### config.mk
export PLATFORM = sky130hd
export DESIGN_NAME = unsigned_to_ascii_digits_core
export DESIGN_NICKNAME = d
export VERILOG_FILES = /design/src/utad_pkg.sv /design/src/utad_front.sv /design/src/utad_buffer.sv /design/src/utad_back.sv /design/src/unsigned_to_ascii_digits_core.sv
export SDC_FILE = /design/constraint.sdc
export NUM_CORES = 2
export LEC_CHECK = 0
export ABC_AREA = 1
export BUFFER_PORTS_ARGS = -buffer_cell sky130_fd_sc_hd__buf_2
export CORE_ASPECT_RATIO = 0.7
export CORE_UTILIZATION = 45
export DETAILED_ROUTE_END_ITERATION = 12
export GPL_TIMING_DRIVEN = 0
export SYNTH_ARGS = -nofsm -noshare
export SYNTH_HDL_FRONTEND = slang
export SYNTH_HIERARCHICAL = 1
export SYNTH_SLANG_ARGS = --single-unit
### constraint.sdc
create_clock -name clk -period 15.6 [get_ports clk]
set_input_delay 3.12 -clock clk [delete_from_list [all_inputs] [get_ports clk]]
set_output_delay 3.12 -clock clk [all_outputs]
set_load 0.005 [all_outputs]
### src/utad_pkg.sv
// Shared types and constants for the unsigned-to-ASCII digit converter.
`default_nettype none

package utad_pkg;

  // Radix command codes; the unused code falls back to decimal.
  localparam logic [1:0] CMD_DEC = 2'd0;
  localparam logic [1:0] CMD_HEX = 2'd1;
  localparam logic [1:0] CMD_BIN = 2'd2;

  localparam logic [6:0] ASCII_ZERO = 7'h30;
  localparam logic [6:0] ASCII_A    = 7'h41;

  // Input item: radix command and the number to print.
  typedef struct packed {
    logic [1:0]  cmd;
    logic [31:0] value;
  } num_item_t;

  // Output item: one character of the printed number.
  typedef struct packed {
    logic [6:0] digit_char;
    logic       last;
  } txt_item_t;

  // Front to buffer: digit write and end-of-number push.
  typedef struct packed {
    logic       wr_en;
    logic [3:0] digit;
    logic       push;
  } front_wr_t;

  // Back to buffer: digit read and release of the finished number.
  typedef struct packed {
    logic rd_en;
    logic pop;
  } back_req_t;

  // Buffer fill status seen by both sides.
  typedef struct packed {
    logic full;
    logic nonempty;
  } buf_status_t;

endpackage

`default_nettype wire

### src/utad_front.sv
// Front end: accepts a number and finds its digits, least significant first.
`default_nettype none

module utad_front
  import utad_pkg::*;
#(
  parameter int MAX_DIGITS  = 32,
  parameter int VALUE_WIDTH = 32
) (
  input  wire logic                                   clk,
  input  wire logic                                   rst,
  input  wire logic                                   num_valid,
  output logic                                        num_stall,
  input  wire num_item_t                              num,
  input  wire buf_status_t                            status,
  output front_wr_t                                   wr,
  output logic [$clog2(MAX_DIGITS)-1:0]               wr_idx,
  output logic [$clog2(MAX_DIGITS+1)-1:0]             push_count
);

  localparam int EW    = (VALUE_WIDTH < 32) ? VALUE_WIDTH : 32;
  localparam int IDX_W = $clog2(MAX_DIGITS);
  localparam int CNT_W = $clog2(MAX_DIGITS + 1);
  localparam int PW    = EW + 32;

  // x / 10 == (x * 0xCCCCCCCD) >> 35 for every x below 2**32.
  localparam logic [31:0] DIV10_MULT  = 32'hCCCC_CCCD;
  localparam int          DIV10_SHIFT = 35;

  localparam logic [1:0] ST_IDLE = 2'd0;
  localparam logic [1:0] ST_MUL  = 2'd1;
  localparam logic [1:0] ST_DIG  = 2'd2;

  logic [1:0]       state;
  logic [1:0]       radix;
  logic [EW-1:0]    x;
  logic [CNT_W-1:0] cnt;
  logic [PW-1:0]    prod;

  logic             accept;
  logic [EW-1:0]    q;
  logic [EW-1:0]    rem_full;
  logic [3:0]       digit;
  logic [CNT_W-1:0] cnt_inc;
  logic             done;

  assign num_stall = (state != ST_IDLE) || status.full;
  assign accept    = num_valid && !num_stall;

  always_comb begin
    rem_full = '0;
    case (radix)
      CMD_HEX: begin
        q     = x >> 4;
        digit = x[3:0];
      end
      CMD_BIN: begin
        q     = x >> 1;
        digit = {3'b000, x[0]};
      end
      default: begin
        q        = EW'(prod >> DIV10_SHIFT);
        rem_full = x - (q << 3) - (q << 1);
        digit    = rem_full[3:0];
      end
    endcase
  end

  assign cnt_inc = cnt + CNT_W'(1);
  assign done    = (q == '0) || (cnt_inc == CNT_W'(MAX_DIGITS));

  assign wr.wr_en   = (state == ST_DIG);
  assign wr.digit   = digit;
  assign wr.push    = (state == ST_DIG) && done;
  assign wr_idx     = cnt[IDX_W-1:0];
  assign push_count = cnt_inc;

  always_ff @(posedge clk) begin
    if (rst) begin
      state <= ST_IDLE;
      cnt   <= '0;
    end else begin
      case (state)
        ST_IDLE: begin
          if (accept) begin
            cnt <= '0;
            if (num.cmd == CMD_HEX || num.cmd == CMD_BIN) begin
              state <= ST_DIG;
            end else begin
              state <= ST_MUL;
            end
          end
        end
        ST_MUL: begin
          state <= ST_DIG;
        end
        ST_DIG: begin
          if (done) begin
            state <= ST_IDLE;
          end else begin
            cnt   <= cnt_inc;
            state <= (radix == CMD_HEX || radix == CMD_BIN) ? ST_DIG : ST_MUL;
          end
        end
        default: begin
          state <= ST_IDLE;
        end
      endcase
    end
  end

  // Datapath registers.
  always_ff @(posedge clk) begin
    if (accept) begin
      x <= num.value[EW-1:0];
      if (num.cmd == CMD_HEX || num.cmd == CMD_BIN) begin
        radix <= num.cmd;
      end else begin
        radix <= CMD_DEC;
      end
    end else if (state == ST_DIG && !done) begin
      x <= q;
    end
    if (state == ST_MUL) begin
      prod <= {32'b0, x} * {{EW{1'b0}}, DIV10_MULT};
    end
  end

endmodule

`default_nettype wire

### src/utad_buffer.sv
// Two-slot digit buffer: one digit memory, half per slot, and a count queue.
`default_nettype none

module utad_buffer
  import utad_pkg::*;
#(
  parameter int MAX_DIGITS = 32
) (
  input  wire logic                                   clk,
  input  wire logic                                   rst,
  input  wire front_wr_t                              wr,
  input  wire logic [$clog2(MAX_DIGITS)-1:0]          wr_idx,
  input  wire logic [$clog2(MAX_DIGITS+1)-1:0]        push_count,
  input  wire back_req_t                              req,
  input  wire logic [$clog2(MAX_DIGITS)-1:0]          rd_idx,
  output logic [3:0]                                  rd_digit,
  output buf_status_t                                 status,
  output logic [$clog2(MAX_DIGITS+1)-1:0]             head_count
);

  localparam int IDX_W = $clog2(MAX_DIGITS);
  localparam int CNT_W = $clog2(MAX_DIGITS + 1);
  localparam int DEPTH = 2 * (2 ** IDX_W);

  logic [3:0]       mem [DEPTH];
  logic [CNT_W-1:0] counts [2];
  logic             wptr;
  logic             rptr;
  logic [1:0]       fill;

  assign status.full     = (fill == 2'd2);
  assign status.nonempty = (fill != 2'd0);
  assign head_count      = counts[rptr];

  always_ff @(posedge clk) begin
    if (rst) begin
      wptr <= 1'b0;
      rptr <= 1'b0;
      fill <= 2'd0;
    end else begin
      if (wr.push) begin
        wptr <= !wptr;
      end
      if (req.pop) begin
        rptr <= !rptr;
      end
      if (wr.push && !req.pop) begin
        fill <= fill + 2'd1;
      end else if (req.pop && !wr.push) begin
        fill <= fill - 2'd1;
      end
    end
  end

  always_ff @(posedge clk) begin
    if (wr.push) begin
      counts[wptr] <= push_count;
    end
  end

  always_ff @(posedge clk) begin
    if (wr.wr_en) begin
      mem[{wptr, wr_idx}] <= wr.digit;
    end
  end

  // Read data holds while no read is issued.
  always_ff @(posedge clk) begin
    if (req.rd_en) begin
      rd_digit <= mem[{rptr, rd_idx}];
    end
  end

endmodule

`default_nettype wire

### src/utad_back.sv
// Back end: reads a number's digits most significant first and sends characters.
`default_nettype none

module utad_back
  import utad_pkg::*;
#(
  parameter int MAX_DIGITS = 32
) (
  input  wire logic                                   clk,
  input  wire logic                                   rst,
  input  wire buf_status_t                            status,
  input  wire logic [$clog2(MAX_DIGITS+1)-1:0]        head_count,
  input  wire logic [3:0]                             rd_digit,
  output back_req_t                                   req,
  output logic [$clog2(MAX_DIGITS)-1:0]               rd_idx,
  output logic                                        txt_valid,
  input  wire logic                                   txt_stall,
  output txt_item_t                                   txt
);

  localparam int IDX_W = $clog2(MAX_DIGITS);

  function automatic logic [6:0] to_ascii(input logic [3:0] d);
    if (d < 4'd10) begin
      return ASCII_ZERO + {3'b000, d};
    end else begin
      return ASCII_A + {3'b000, d} - 7'd10;
    end
  endfunction

  logic             active;
  logic [IDX_W-1:0] idx;
  logic             rd_valid;
  logic             rd_last;

  logic             out_free;
  logic             move;
  logic             rd_free;
  logic             issue;

  assign out_free = !txt_valid || !txt_stall;
  assign move     = rd_valid && out_free;
  assign rd_free  = !rd_valid || move;
  assign issue    = active && rd_free;

  assign req.rd_en = issue;
  assign req.pop   = issue && (idx == '0);
  assign rd_idx    = idx;

  always_ff @(posedge clk) begin
    if (rst) begin
      active    <= 1'b0;
      rd_valid  <= 1'b0;
      txt_valid <= 1'b0;
    end else begin
      if (!active && status.nonempty) begin
        active <= 1'b1;
      end else if (issue && idx == '0) begin
        active <= 1'b0;
      end

      if (issue) begin
        rd_valid <= 1'b1;
      end else if (move) begin
        rd_valid <= 1'b0;
      end

      if (move) begin
        txt_valid <= 1'b1;
      end else if (!txt_stall) begin
        txt_valid <= 1'b0;
      end
    end
  end

  always_ff @(posedge clk) begin
    if (!active && status.nonempty) begin
      idx <= IDX_W'(head_count - 1'b1);
    end else if (issue && idx != '0) begin
      idx <= idx - 1'b1;
    end
    if (issue) begin
      rd_last <= (idx == '0);
    end
    if (move) begin
      txt.digit_char <= to_ascii(rd_digit);
      txt.last       <= rd_last;
    end
  end

endmodule

`default_nettype wire

### src/unsigned_to_ascii_digits_core.sv
// Top level of the unsigned-to-ASCII digit converter.
//
//   channel   signals                      item
//   num       num_valid / num_stall / num  radix command and 32-bit value
//   txt       txt_valid / txt_stall / txt  one ASCII character, last flag
//
// The front finds each decimal digit by a reciprocal multiply, then a
// remainder step, and each hex or binary digit by a shift alone. The back
// sends one character a cycle while txt is not stalled, and opens each
// number before its first digit read. Two converted numbers can wait in the
// buffer; the front stalls num while it converts or while both slots are full.
// Reset clears all control state; the digit memory is not cleared.
`default_nettype none

module unsigned_to_ascii_digits_core
  import utad_pkg::*;
#(
  parameter int MAX_DIGITS  = 32,
  parameter int VALUE_WIDTH = 32
) (
  input  wire logic      clk,
  input  wire logic      rst,
  input  wire logic      num_valid,
  output logic           num_stall,
  input  wire num_item_t num,
  output logic           txt_valid,
  input  wire logic      txt_stall,
  output txt_item_t      txt
);

  localparam int IDX_W = $clog2(MAX_DIGITS);
  localparam int CNT_W = $clog2(MAX_DIGITS + 1);

  front_wr_t        wr;
  logic [IDX_W-1:0] wr_idx;
  logic [CNT_W-1:0] push_count;
  back_req_t        req;
  logic [IDX_W-1:0] rd_idx;
  logic [3:0]       rd_digit;
  buf_status_t      status;
  logic [CNT_W-1:0] head_count;

  utad_front #(
    .MAX_DIGITS  (MAX_DIGITS),
    .VALUE_WIDTH (VALUE_WIDTH)
  ) u_front (
    .clk        (clk),
    .rst        (rst),
    .num_valid  (num_valid),
    .num_stall  (num_stall),
    .num        (num),
    .status     (status),
    .wr         (wr),
    .wr_idx     (wr_idx),
    .push_count (push_count)
  );

  utad_buffer #(
    .MAX_DIGITS (MAX_DIGITS)
  ) u_buffer (
    .clk        (clk),
    .rst        (rst),
    .wr         (wr),
    .wr_idx     (wr_idx),
    .push_count (push_count),
    .req        (req),
    .rd_idx     (rd_idx),
    .rd_digit   (rd_digit),
    .status     (status),
    .head_count (head_count)
  );

  utad_back #(
    .MAX_DIGITS (MAX_DIGITS)
  ) u_back (
    .clk        (clk),
    .rst        (rst),
    .status     (status),
    .head_count (head_count),
    .rd_digit   (rd_digit),
    .req        (req),
    .rd_idx     (rd_idx),
    .txt_valid  (txt_valid),
    .txt_stall  (txt_stall),
    .txt        (txt)
  );

endmodule

`default_nettype wire

==> metrics.txt <==
CTS Root Cell=clkbuf_16; Avg Inst Size Synth=just over 9 um2; fmax=0.126 GHz; Die Area=77400 um2; clock sink count=363; grt total ovfl=0; critical path's slowest cell=fa_1; mapped cell area=roughly 34000 um2; Tmin final=7950 ps; DRT iter0 DRCs=between 2000 and 3000; final worst slack=7650 ps; FP Rows=84; first-pass GRT wire length=163000 um; CP cell instances=ha_1, clkbuf_1, xnor2_1, o21ai_0, fa_1, inv_1, fa_1, fa_1, inv_1, fa_1, fa_1, fa_1, ha_1, a21oi_1, o21ai_0, nor2_1, o21ai_0, inv_1, nand2_1, nand2_1, nand2_1, xor2_1; Hold Path Class=reg -> reg; Setup TNS=0 ps; I/O pin total=48; via total after detailed routing=approximately 26000; Die Height=233 um; TritonCTS Buffers=38; area of the multi-input gates=~20000 um2; GPL Wtd Cong=between 1 and 1.5; Fin. Hold Viols=0; Post-DRT Antenna Nets=0; Max FO, Critical Path=9; largest net degree at the start of global routing=35; fin crit share=roughly half; FILL cells=7101; Setup Viol. Count Final=0; Die X=roughly 330 um; endpoint type of the worst setup path=register; core area=around 75000 um2; Max-slew headroom=around a quarter; Worst-Margin Slew=between 1000 and 1500 ps; nets@finish=between 4000 and 5000; drt total wl=111000 um; most used cell, CP=fa_1; setup bufs post-CTS=0; Max stage delay on crit path=approximately 700 ps; diodes inserted=0; clk_skew=approximately 32 ps; count of final max-slew check failures=0; post-DR wirelength/cell=about 23 um; share of cells above drive strength 1=under 10%; Max Cap Viol=0; P&R area growth vs syn=8.22%; Place WS=about 8000 ps; # H-tree levels=2; vias in the first global route=25000; IO buf count=between 40 and 50; WP data required=approximately 16000 ps; critical path launch point type=register; hold buffer count at cts=0; Yosys warnings=6; DRC=0; Cells after Synth=~3700; RSZ-0062 raised after global routing=no; syn nets=approximately 4500; CP arrival=between 8000 and 9000 ps; CTS tree=done; Starting Density=a little under half; Seq. cell area=10700 um2; Detail Placement HPWL=around 90000 um; CTS Buffer Depth=3; critical path class=reg -> reg; vias per std cell=around 5.4; post-CTS sizing=0; status=complete, no violations; Clk pin slew, worst setup/hold paths=about 60 ps; drt pass-1 iters=7; GRT Overall Usage=roughly 29%; Skew-Pair Late Insertion Delay=just under 600 ps; initial antenna violation count=1
==> sequential cells by signal, summed over array words and instances, names as in the netlist, 2 cells and up, named ones only <==
register and count:
u_back/txt 8, u_buffer/rd_digit 4, u_front/cnt 6, u_front/radix 2
u_back/rd_idx 5, u_buffer/fill 2, u_front/x 32, u_front/state 2
u_front/prod 29, u_buffer/counts 10, u_buffer/mem 256
==> layer usage <==
metal | routed length (um) | vias up | share of wire, % | global-route usage [%]
met1 | 52000 | 12500 | 47 | 45.5
met2 | 38800 | 1434 | 35 | 34.9
li1 | - | 11900 | - | -
met3 | 18800 | 90 | 17 | 15.2
met4 | 1310 | 0 | 1.2 | 3.95
met5 | 0 | - | 0 | 0
==> cells in the final DEF, fill, tap and decap left out, types with 6 or more instances in the layout <==
cell / instances
nor2_1: 235
nor4_1: 10
xor2_1: 50
inv_1: 754
nor3_1: 17
a21oi_1: 100
ha_1: 357
o21ai_0: 96
or2_1: 16
clkbuf_1: 39
buf_2: 61
fa_1: 386
nand4_1: 28
buf_1: 6
nand2_1: 769
nand3_1: 320
dfxtp_1: 16
edfxtp_1: 347
buf_4: 33
clkbuf_16: 38
xnor2_1: 9
a21o_1: 14
buf_6: 7
nand2_2: 8
or2_0: 9
o21bai_1: 18
==> critical path, delay by kind of cell, from the launching register on <==
kind,cells,cell delay [ps]
adder cells (fa/ha/maj),8,3880
AO/OA/AOI/OAI,4,1450
flip-flops,1,680
buffers and inverters,4,680
XOR/XNOR,2,570
AND/OR/NAND/NOR,4,460
==> per-stage QoR <==
stage | utilization [%] | std cells | instance area [um2] | hold slack [ps]
after floorplan | - | 3703 | 34300 | 400
after global placement | 47.6 | 4739 | 35800 | 468
after detailed placement | 47.9 | 4746 | 36000 | 472
after CTS | 49.4 | 4809 | 37200 | 481
after global routing | 49.4 | 4809 | 37200 | 524
final | 49.4 | 4809 | 37200 | 477
==> path summary, 6_finish.rpt <==
check                                      from                            end  slack (ps)  depth (start not counted)
setup / recovery         u_front/x[8]$_DFFE_PP_     u_front/prod[35]$_DFFE_PN_        7650                         22
setup reg to reg         u_front/x[8]$_DFFE_PP_     u_front/prod[35]$_DFFE_PN_        7650                         22
hold / removal    u_back/txt_valid$_SDFFE_PP0P_  u_back/txt_valid$_SDFFE_PP0P_         480                          2
hold reg to reg   u_back/txt_valid$_SDFFE_PP0P_  u_back/txt_valid$_SDFFE_PP0P_         480                          2
==> area by class of cell <==
type | instances | share of cell area (%)
sequential | 363 | 28.9
tap | 989 | 3.33
clock buffer | 49 | 2.70
inverter | 760 | 7.68
clock inverter | 14 | 0.380
timing repair buffer | 54 | 1.07
buffer | 90 | 1.46
multi-input combinational | 2490 | 54.5
Power is not shown: default switching activity piles up to over one toggle a cycle in this logic, so the estimate is an artifact.
